$ cat src/rtl/indexed_insert_delete_list_assert.svh
// Assertion helpers used by the list controller RTL.
`ifndef INDEXED_INSERT_DELETE_LIST_ASSERT_SVH
`define INDEXED_INSERT_DELETE_LIST_ASSERT_SVH

// Clocked property, checked outside reset.
`define IIDL_ASSERT(lbl, clk, rst_n, prop, msg) \
  lbl: assert property (@(posedge clk) disable iff (!rst_n) (prop)) else $error(msg);

// Same-cycle implication, checked outside reset.
`define IIDL_ASSERT_IMP(lbl, clk, rst_n, ante, cons, msg) \
  lbl: assert property (@(posedge clk) disable iff (!rst_n) (ante) |-> (cons)) \
    else $error(msg);

`endif

$ cat src/rtl/iidl_pkg.sv
package iidl_pkg;

  localparam int unsigned WORD_W  = 32;
  localparam int unsigned POS_W   = 8;
  localparam int unsigned COUNT_W = 5;

  typedef enum logic [2:0] {
    CMD_PUSH_BACK  = 3'd0,
    CMD_POP_BACK   = 3'd1,
    CMD_INSERT_AT  = 3'd2,
    CMD_REMOVE_AT  = 3'd3,
    CMD_SET_AT     = 3'd4,
    CMD_GET_AT     = 3'd5,
    CMD_READ_BACK  = 3'd6,
    CMD_READ_FRONT = 3'd7
  } cmd_e;

  typedef enum logic [1:0] {
    ST_OK    = 2'd0,
    ST_EMPTY = 2'd1,
    ST_FULL  = 2'd2
  } status_e;

  typedef enum logic [1:0] {
    OP_HOLD       = 2'd0,
    OP_WRITE      = 2'd1,
    OP_SHIFT_UP   = 2'd2,
    OP_SHIFT_DOWN = 2'd3
  } cell_op_e;

  // Broadcast to every cell of the row.
  typedef struct packed {
    cell_op_e         op;
    logic [POS_W-1:0] idx;
    logic             rd_en;
    logic [POS_W-1:0] rd_idx;
  } cell_ctl_t;

endpackage

$ cat src/rtl/iidl_cell.sv
module iidl_cell #(
  parameter int unsigned Index = 0
) (
  input  logic                          clk_i,
  input  iidl_pkg::cell_ctl_t           ctl_i,
  input  logic [iidl_pkg::WORD_W-1:0]   word_i,
  input  logic [iidl_pkg::WORD_W-1:0]   prev_i,
  input  logic [iidl_pkg::WORD_W-1:0]   next_i,
  input  logic [iidl_pkg::WORD_W-1:0]   rd_i,
  output logic [iidl_pkg::WORD_W-1:0]   data_o,
  output logic [iidl_pkg::WORD_W-1:0]   rd_o
);

  localparam logic [iidl_pkg::POS_W-1:0] MyIdx = iidl_pkg::POS_W'(Index);

  logic [iidl_pkg::WORD_W-1:0] data_q, data_d;
  logic                        hit, above;

  assign hit   = (MyIdx == ctl_i.idx);
  assign above = (MyIdx > ctl_i.idx);

  always_comb begin
    data_d = data_q;
    case (ctl_i.op)
      iidl_pkg::OP_HOLD: ;
      iidl_pkg::OP_WRITE: begin
        if (hit) data_d = word_i;
      end
      iidl_pkg::OP_SHIFT_UP: begin
        // open a gap at idx: take the word there, move the tail up
        if (hit) data_d = word_i;
        else if (above) data_d = prev_i;
      end
      iidl_pkg::OP_SHIFT_DOWN: begin
        // close the gap at idx: pull the tail down
        if (hit || above) data_d = next_i;
      end
      default: ;
    endcase
  end

  always_ff @(posedge clk_i) begin
    data_q <= data_d;
  end

  assign data_o = data_q;
  // read select chain: the addressed cell merges its word in, others pass on
  assign rd_o   = rd_i | ((ctl_i.rd_en && (MyIdx == ctl_i.rd_idx)) ? data_q : '0);

endmodule

$ cat src/rtl/iidl_ctrl.sv
`include "indexed_insert_delete_list_assert.svh"

module iidl_ctrl #(
  parameter int unsigned Depth = 16
) (
  input  logic                        clk_i,
  input  logic                        rst_ni,
  input  logic                        accept_i,
  input  iidl_pkg::cmd_e              cmd_i,
  input  logic [iidl_pkg::POS_W-1:0]  position_i,
  output iidl_pkg::cell_ctl_t         ctl_o,
  output iidl_pkg::status_e           status_o,
  output logic [$clog2(Depth+1)-1:0]  fill_d_o
);

  localparam int unsigned CW   = $clog2(Depth + 1);
  localparam int unsigned CmpW = (CW > iidl_pkg::POS_W) ? CW : iidl_pkg::POS_W;

  logic [CW-1:0]   fill_q, fill_d;
  logic [CmpW-1:0] fill_ext, last_ext, pos_ext, ins_idx, clamp_idx;
  logic            empty, full;

  assign empty    = (fill_q == '0);
  assign full     = (fill_q == CW'(Depth));
  assign fill_ext = CmpW'(fill_q);
  assign last_ext = fill_ext - CmpW'(1);
  assign pos_ext  = CmpW'(position_i);
  assign ins_idx   = (pos_ext >= fill_ext) ? fill_ext : pos_ext;
  assign clamp_idx = (pos_ext >= last_ext) ? last_ext : pos_ext;

  always_comb begin
    fill_d       = fill_q;
    status_o     = iidl_pkg::ST_OK;
    ctl_o.op     = iidl_pkg::OP_HOLD;
    ctl_o.idx    = iidl_pkg::POS_W'(clamp_idx);
    ctl_o.rd_en  = 1'b0;
    ctl_o.rd_idx = iidl_pkg::POS_W'(clamp_idx);
    if (accept_i) begin
      unique case (cmd_i)
        iidl_pkg::CMD_PUSH_BACK: begin
          if (full) status_o = iidl_pkg::ST_FULL;
          else begin
            ctl_o.op  = iidl_pkg::OP_WRITE;
            ctl_o.idx = iidl_pkg::POS_W'(fill_ext);
            fill_d    = fill_q + CW'(1);
          end
        end
        iidl_pkg::CMD_POP_BACK: begin
          if (empty) status_o = iidl_pkg::ST_EMPTY;
          else fill_d = fill_q - CW'(1);
        end
        iidl_pkg::CMD_INSERT_AT: begin
          if (full) status_o = iidl_pkg::ST_FULL;
          else begin
            ctl_o.op  = iidl_pkg::OP_SHIFT_UP;
            ctl_o.idx = iidl_pkg::POS_W'(ins_idx);
            fill_d    = fill_q + CW'(1);
          end
        end
        iidl_pkg::CMD_REMOVE_AT: begin
          if (empty) status_o = iidl_pkg::ST_EMPTY;
          else begin
            ctl_o.op = iidl_pkg::OP_SHIFT_DOWN;
            fill_d   = fill_q - CW'(1);
          end
        end
        iidl_pkg::CMD_SET_AT: begin
          if (empty) status_o = iidl_pkg::ST_EMPTY;
          else ctl_o.op = iidl_pkg::OP_WRITE;
        end
        iidl_pkg::CMD_GET_AT: begin
          if (empty) status_o = iidl_pkg::ST_EMPTY;
          else ctl_o.rd_en = 1'b1;
        end
        iidl_pkg::CMD_READ_BACK: begin
          if (empty) status_o = iidl_pkg::ST_EMPTY;
          else begin
            ctl_o.rd_en  = 1'b1;
            ctl_o.rd_idx = iidl_pkg::POS_W'(last_ext);
          end
        end
        iidl_pkg::CMD_READ_FRONT: begin
          if (empty) status_o = iidl_pkg::ST_EMPTY;
          else begin
            ctl_o.rd_en  = 1'b1;
            ctl_o.rd_idx = '0;
          end
        end
      endcase
    end
  end

  always_ff @(posedge clk_i or negedge rst_ni) begin
    if (!rst_ni) begin
      fill_q <= '0;
    end else begin
      fill_q <= fill_d;
    end
  end

  assign fill_d_o = fill_d;

  `IIDL_ASSERT(a_fill_bound, clk_i, rst_ni, fill_q <= CW'(Depth), "fill count above depth")
  `IIDL_ASSERT(a_fill_idle, clk_i, rst_ni, !accept_i |=> $stable(fill_q), "fill moved while idle")
  `IIDL_ASSERT_IMP(a_drop_hold, clk_i, rst_ni, accept_i && (status_o != iidl_pkg::ST_OK), fill_d == fill_q && ctl_o.op == iidl_pkg::OP_HOLD, "rejected beat changed the list")
  `IIDL_ASSERT_IMP(a_fill_step, clk_i, rst_ni, accept_i, fill_d == fill_q || fill_d == fill_q + CW'(1) || fill_d == fill_q - CW'(1), "fill moved by more than one")

endmodule

$ cat src/rtl/indexed_insert_delete_list.sv
// Ordered list of up to DEPTH signed 32-bit words with push/pop at the back, insert, remove,
// set and get at an index, and back/front reads; every command beat returns one result beat
// carrying the word read, the element count after the command and a status (ok, empty, full).
// Each element lives in its own cell of a row; insert and remove move the whole tail by one
// cell in the same clock, so every command completes as it is taken and the result appears in
// the output register on the next cycle. One command is taken per clock while the result
// side keeps up; a held result stalls the input only when a new beat would overwrite it.
// Reads of a chosen index travel along a select chain through all DEPTH cells.
module indexed_insert_delete_list #(
  parameter int unsigned DEPTH = 16
) (
  input  logic                                  clk_i,
  input  logic                                  rst_ni,
  input  logic                                  in_valid_i,
  output logic                                  in_stall_o,
  input  logic [2:0]                            cmd_i,
  input  logic [iidl_pkg::POS_W-1:0]            position_i,
  input  logic signed [iidl_pkg::WORD_W-1:0]    word_in_i,
  output logic                                  out_valid_o,
  input  logic                                  out_stall_i,
  output logic signed [iidl_pkg::WORD_W-1:0]    word_out_o,
  output logic [iidl_pkg::COUNT_W-1:0]          count_o,
  output logic [1:0]                            status_o
);

  localparam int unsigned CW = $clog2(DEPTH + 1);

  logic                         accept;
  iidl_pkg::cell_ctl_t          ctl;
  iidl_pkg::status_e            status;
  logic [CW-1:0]                fill_d;
  logic [iidl_pkg::WORD_W-1:0]  data [DEPTH];
  logic [iidl_pkg::WORD_W-1:0]  rd_chain [DEPTH+1];

  logic                         out_valid_q;
  logic [iidl_pkg::WORD_W-1:0]  word_out_q;
  logic [iidl_pkg::COUNT_W-1:0] count_q;
  logic [1:0]                   status_q;

  assign in_stall_o = out_valid_q && out_stall_i;
  assign accept     = in_valid_i && !in_stall_o;

  iidl_ctrl #(
    .Depth (DEPTH)
  ) u_ctrl (
    .clk_i      (clk_i),
    .rst_ni     (rst_ni),
    .accept_i   (accept),
    .cmd_i      (iidl_pkg::cmd_e'(cmd_i)),
    .position_i (position_i),
    .ctl_o      (ctl),
    .status_o   (status),
    .fill_d_o   (fill_d)
  );

  assign rd_chain[0] = '0;

  for (genvar i = 0; i < DEPTH; i++) begin : g_cell
    logic [iidl_pkg::WORD_W-1:0] prev, next;
    if (i == 0) begin : g_first
      assign prev = word_in_i;
    end else begin : g_mid_lo
      assign prev = data[i-1];
    end
    if (i == DEPTH - 1) begin : g_last
      assign next = data[i];
    end else begin : g_mid_hi
      assign next = data[i+1];
    end

    iidl_cell #(
      .Index (i)
    ) u_cell (
      .clk_i  (clk_i),
      .ctl_i  (ctl),
      .word_i (word_in_i),
      .prev_i (prev),
      .next_i (next),
      .rd_i   (rd_chain[i]),
      .data_o (data[i]),
      .rd_o   (rd_chain[i+1])
    );
  end

  // result register: load on accept, drop once taken
  always_ff @(posedge clk_i or negedge rst_ni) begin
    if (!rst_ni) begin
      out_valid_q <= 1'b0;
    end else if (accept) begin
      out_valid_q <= 1'b1;
    end else if (!out_stall_i) begin
      out_valid_q <= 1'b0;
    end
  end

  always_ff @(posedge clk_i) begin
    if (accept) begin
      word_out_q <= rd_chain[DEPTH];
      count_q    <= iidl_pkg::COUNT_W'(fill_d);
      status_q   <= status;
    end
  end

  assign out_valid_o = out_valid_q;
  assign word_out_o  = word_out_q;
  assign count_o     = count_q;
  assign status_o    = status_q;

endmodule
$ cat config.mk
export PLATFORM = sky130hd
export DESIGN_NAME = indexed_insert_delete_list
export DESIGN_NICKNAME = d
export VERILOG_FILES = /design/src/rtl/iidl_pkg.sv /design/src/rtl/iidl_cell.sv /design/src/rtl/iidl_ctrl.sv /design/src/rtl/indexed_insert_delete_list.sv
export VERILOG_INCLUDE_DIRS = /design/src /design/src/rtl
export SDC_FILE = /design/constraint.sdc
export NUM_CORES = 2
export LEC_CHECK = 0
export BUFFER_PORTS_ARGS = -buffer_cell sky130_fd_sc_hd__buf_2
export CAP_MARGIN = 20
export CORE_ASPECT_RATIO = 0.9
export CORE_UTILIZATION = 60
export CTS_BUF_LIST = sky130_fd_sc_hd__clkbuf_8
export DETAILED_ROUTE_END_ITERATION = 7
export GPL_TIMING_DRIVEN = 0
export PLACE_DENSITY = 0.77
export SLEW_MARGIN = 15
export SYNTH_ARGS = -nofsm -noshare
export SYNTH_HDL_FRONTEND = slang
export SYNTH_HIERARCHICAL = 1
export SYNTH_SLANG_ARGS = --single-unit
$ cat constraint.sdc
create_clock -name clk_i -period 9.2 [get_ports clk_i]
set_input_delay 1.84 -clock clk_i [delete_from_list [all_inputs] [get_ports clk_i]]
set_output_delay 1.84 -clock clk_i [all_outputs]
set_load 0.05 [all_outputs]
==> summary.txt <==
Synth
  – FF+latch count, synth: 557
  – Area leader, netlist: edfxtp_1
  – Ys async rst share: about 1.1%
  – Netlist cell types: 73
  – Synth Warn #: 6
  – Synthesized area per cell: 9.852 sq um
  – Mapped Cells: between 4000 and 5000
  – Number of flops mapped to enable cells by yosys: ~550
  – Syn Std Cell Area: slightly below 40000 sq um
  – Seq/Total Area, Yosys: 42.19%
  – Post-synth top area share: between 40% and 50%
  – Ys flop type: edfxtp_1
  – Synth top area cells: edfxtp_1, a22oi_1, a21o_1, o211ai_1, nand4_1

Die
  – Ports: 88
  – CORE AREA: 64630 sq um
  – Starting density of the core: 61.23%
  – Die area: approximately 67000 sq um
  – Die X: about 270 um
  – Die Ht: around 250 um
  – Cell Rows: between 80 and 90

Run status
  – Status: finished, violations left
  – Failing checks: design-rule violations

Route
  – Met3 routed WL: 35570 um
  – DR vias: between 40000 and 50000
  – First-pass DRT Iterations: 8
  – Top routing layer used: met5
  – Starting DRC count in detailed routing: about 8000
  – DRC: 1
  – M1 wire length: 64260 um
  – Routed Antenna Nets: 0
  – Detail-routed via count per cell: between 7 and 8
  – Met2 wire length: approximately 67000 um
  – Drt wl/cell: 34.35 um
  – Final WL: roughly 180000 um

Clocking
  – Clk_lat worst skew: just under 800 ps
  – CTS tree: yes
  – Num CTS Buffers: 96
  – Max clock buf depth: 3
  – # clock sinks: roughly 560
  – CTS root buf: clkbuf_8
  – Cts repair resizes: 0
  – Clk slew on worst S/H paths: ~60 ps
  – H-Tree Depth: 3
  – Setup bufs post-CTS: 0
  – Post-CTS Hold Fix Bufs: 0

Worst setup path
  – Critical Path AT: 8750 ps
  – Crit Path Class: in -> reg
  – Worst Path Required: slightly below 10000 ps
  – CP endpoint kind: flip-flop
  – Worst setup SP type: input port
  – Crit-path max FO: 22
  – R2R setup slack: between 900 and 1000 ps

Timing
  – Relative slew margins: between 10% and 20%
  – RSZ-0062 raised after global routing: no
  – Sum of negative setup slack: 0 ps
  – Final setup viols: 0
  – Final hold vios: 0
  – Min Tclk post-route: slightly above 8000 ps
  – Worst-Margin Slew: ~1300 ps
  – Fmax: around 120 MHz
  – PnR worst setup slack: roughly 950 ps
  – Final period util: between 80% and 90%
  – Worst Skew: between 60 and 70 ps
  – Slew Viols, Final: 0

Power and ir drop
  – Cell Pwr Density: approximately 200 nW/um^2
  – P_leak: ~17 nW
  – Peak supply drop: around 0.19 mV
  – Total power: between 8 and 9 mW

Cells and area
  – Area growth from synthesis to final layout: 11.74%
  – Fin util: between 60% and 70%
  – Final Non-Filler Cells: about 5200
  – Layout cells sized above 1: about 13%
  – Post-layout nets: approximately 4400

Placed design
  – Placed cells: slightly above 5000
  – Dpl ws: between 500 and 600 ps
  – PortBufs: between 80 and 90
  – Final Wtd Congestion: roughly 1.1
  – Dpl hpwl: ~130000 um

Global routing
  – Vias in the first global route: roughly 37000
  – Initial antenna violation count: 13
  – Largest net degree at the start of global routing: 37
  – GRT Overall Usage: between 50% and 60%
  – First-pass GRT wire length: ~250000 um
  – GRT overflow: 0

Worst hold path
  – Hold crit path type: reg -> reg

Job
  – Maxcap violations: 0
-- logic make-up (layout without fill, tap and decap cells) --
group / after synthesis / count (layout) / synth area share [%]
mux: 32 / 32 / 0.8093
xor+xnor: 4 / 4 / 0.1075
other cells: 1 / 35 / 0.009475
compound gates: 1665 / 1665 / 32.13
simple gates: 1182 / 1182 / 16.53
buf+inv: 514 / 825 / 6.269
flops: 557 / 557 / 42.19
fa+ha+maj: 62 / 62 / 1.954
-- final cells by class --
class                      instances  area [sq um]
tap                              855          1070
sequential                       557         16700
clock buffer                     104          1431
multi-input combinational       2977         20880
antenna                            3         7.507
inverter                          55         206.4
timing repair buffer             132          1328
buffer                           459          2275
clock inverter                    75         335.3
fill                            5207         20410
-- where the power goes --
part | internal [mW] | total [mW] | switching (mW)
Sequential | 3.20 | 3.63 | 0.425
Clock | 1.07 | 2.20 | 1.14
Combinational | 0.824 | 2.76 | 1.94
-- synthesized netlist by cell type, drive strengths merged (23+ instances only) --
library cell	n
a21oi	58
o211ai	486
nor2	38
nand4	484
mux2i	32
a22o	32
clkbuf	291
nand2	505
a21o	519
ha	61
a22oi	512
nor3	27
buf	168
inv	55
nor4	23
edfxtp	551
-- cells in the final DEF (no fill, tap or decap), types with 36 or more instances in the layout --
cell / n
a21o_1: 507
a21oi_1: 48
a22oi_1: 512
buf_2: 174
clkbuf_1: 291
clkbuf_8: 104
edfxtp_1: 551
ha_1: 61
inv_1: 90
nand2_1: 505
nand4_1: 484
nor2_1: 36
o211ai_1: 425
o211ai_2: 61
-- metrics by stage --
stage | cell area, sq um | hold WS, ps
finish | 44220 | 630.9
global route | 44220 | 643.5
CTS | 44150 | 619.1
detailed placement | 42390 | 599.2
global placement | 41210 | 540.3
floorplan | 39720 | 545.1
-- per-layer routing --
layer	track usage [%]	vias up
met4	29.44	16
met1	71.47	19060
met5	0.7310	-
li1	-	16760
met2	66.71	4286
met3	23.84	810
-- worst max-delay path: stages --
cell      delay [ps]
buf_2            120
a21boi_4         670
nand3_1          340
nor2_1           440
nor3_4           140
nor3_1           350
a21o_1           690
nor4_1           120
and4b_1          350
clkbuf_1         260
buf_2            230
a21o_1           200
a21o_1           170
a21o_1           170
a21o_1           200
a21o_1           210
a21o_1           190
a21o_1           160
a21o_1           290
a21o_1           250
a21o_1           220
a21o_1           180
a21o_1           220
a21o_1           190
a21o_1           160
a21o_1           150
a21o_1           190
-- path summary, 6_finish.rpt --
check / end / cells past startpoint / from
min in group asynchronous: out_valid_o / 1 / rst_ni
max: word_out_o[2] / 27 / out_stall_i
min: out_valid_o / 1 / out_valid_o
max in group asynchronous: u_ctrl/fill_q[2] / 1 / rst_ni
min reg2reg: out_valid_o / 1 / out_valid_o
max reg2reg: word_out_o[2] / 31 / u_ctrl/fill_q[0]
-- registers in the layout (all words and copies together), names as in the netlist --
signal,cells
g_cell.u_cell/data_o,512
u_ctrl/fill_q,5
status_o,2
word_out_o,32
count_o,5
out_valid_o,1
Power figures use the tool's default switching activity.
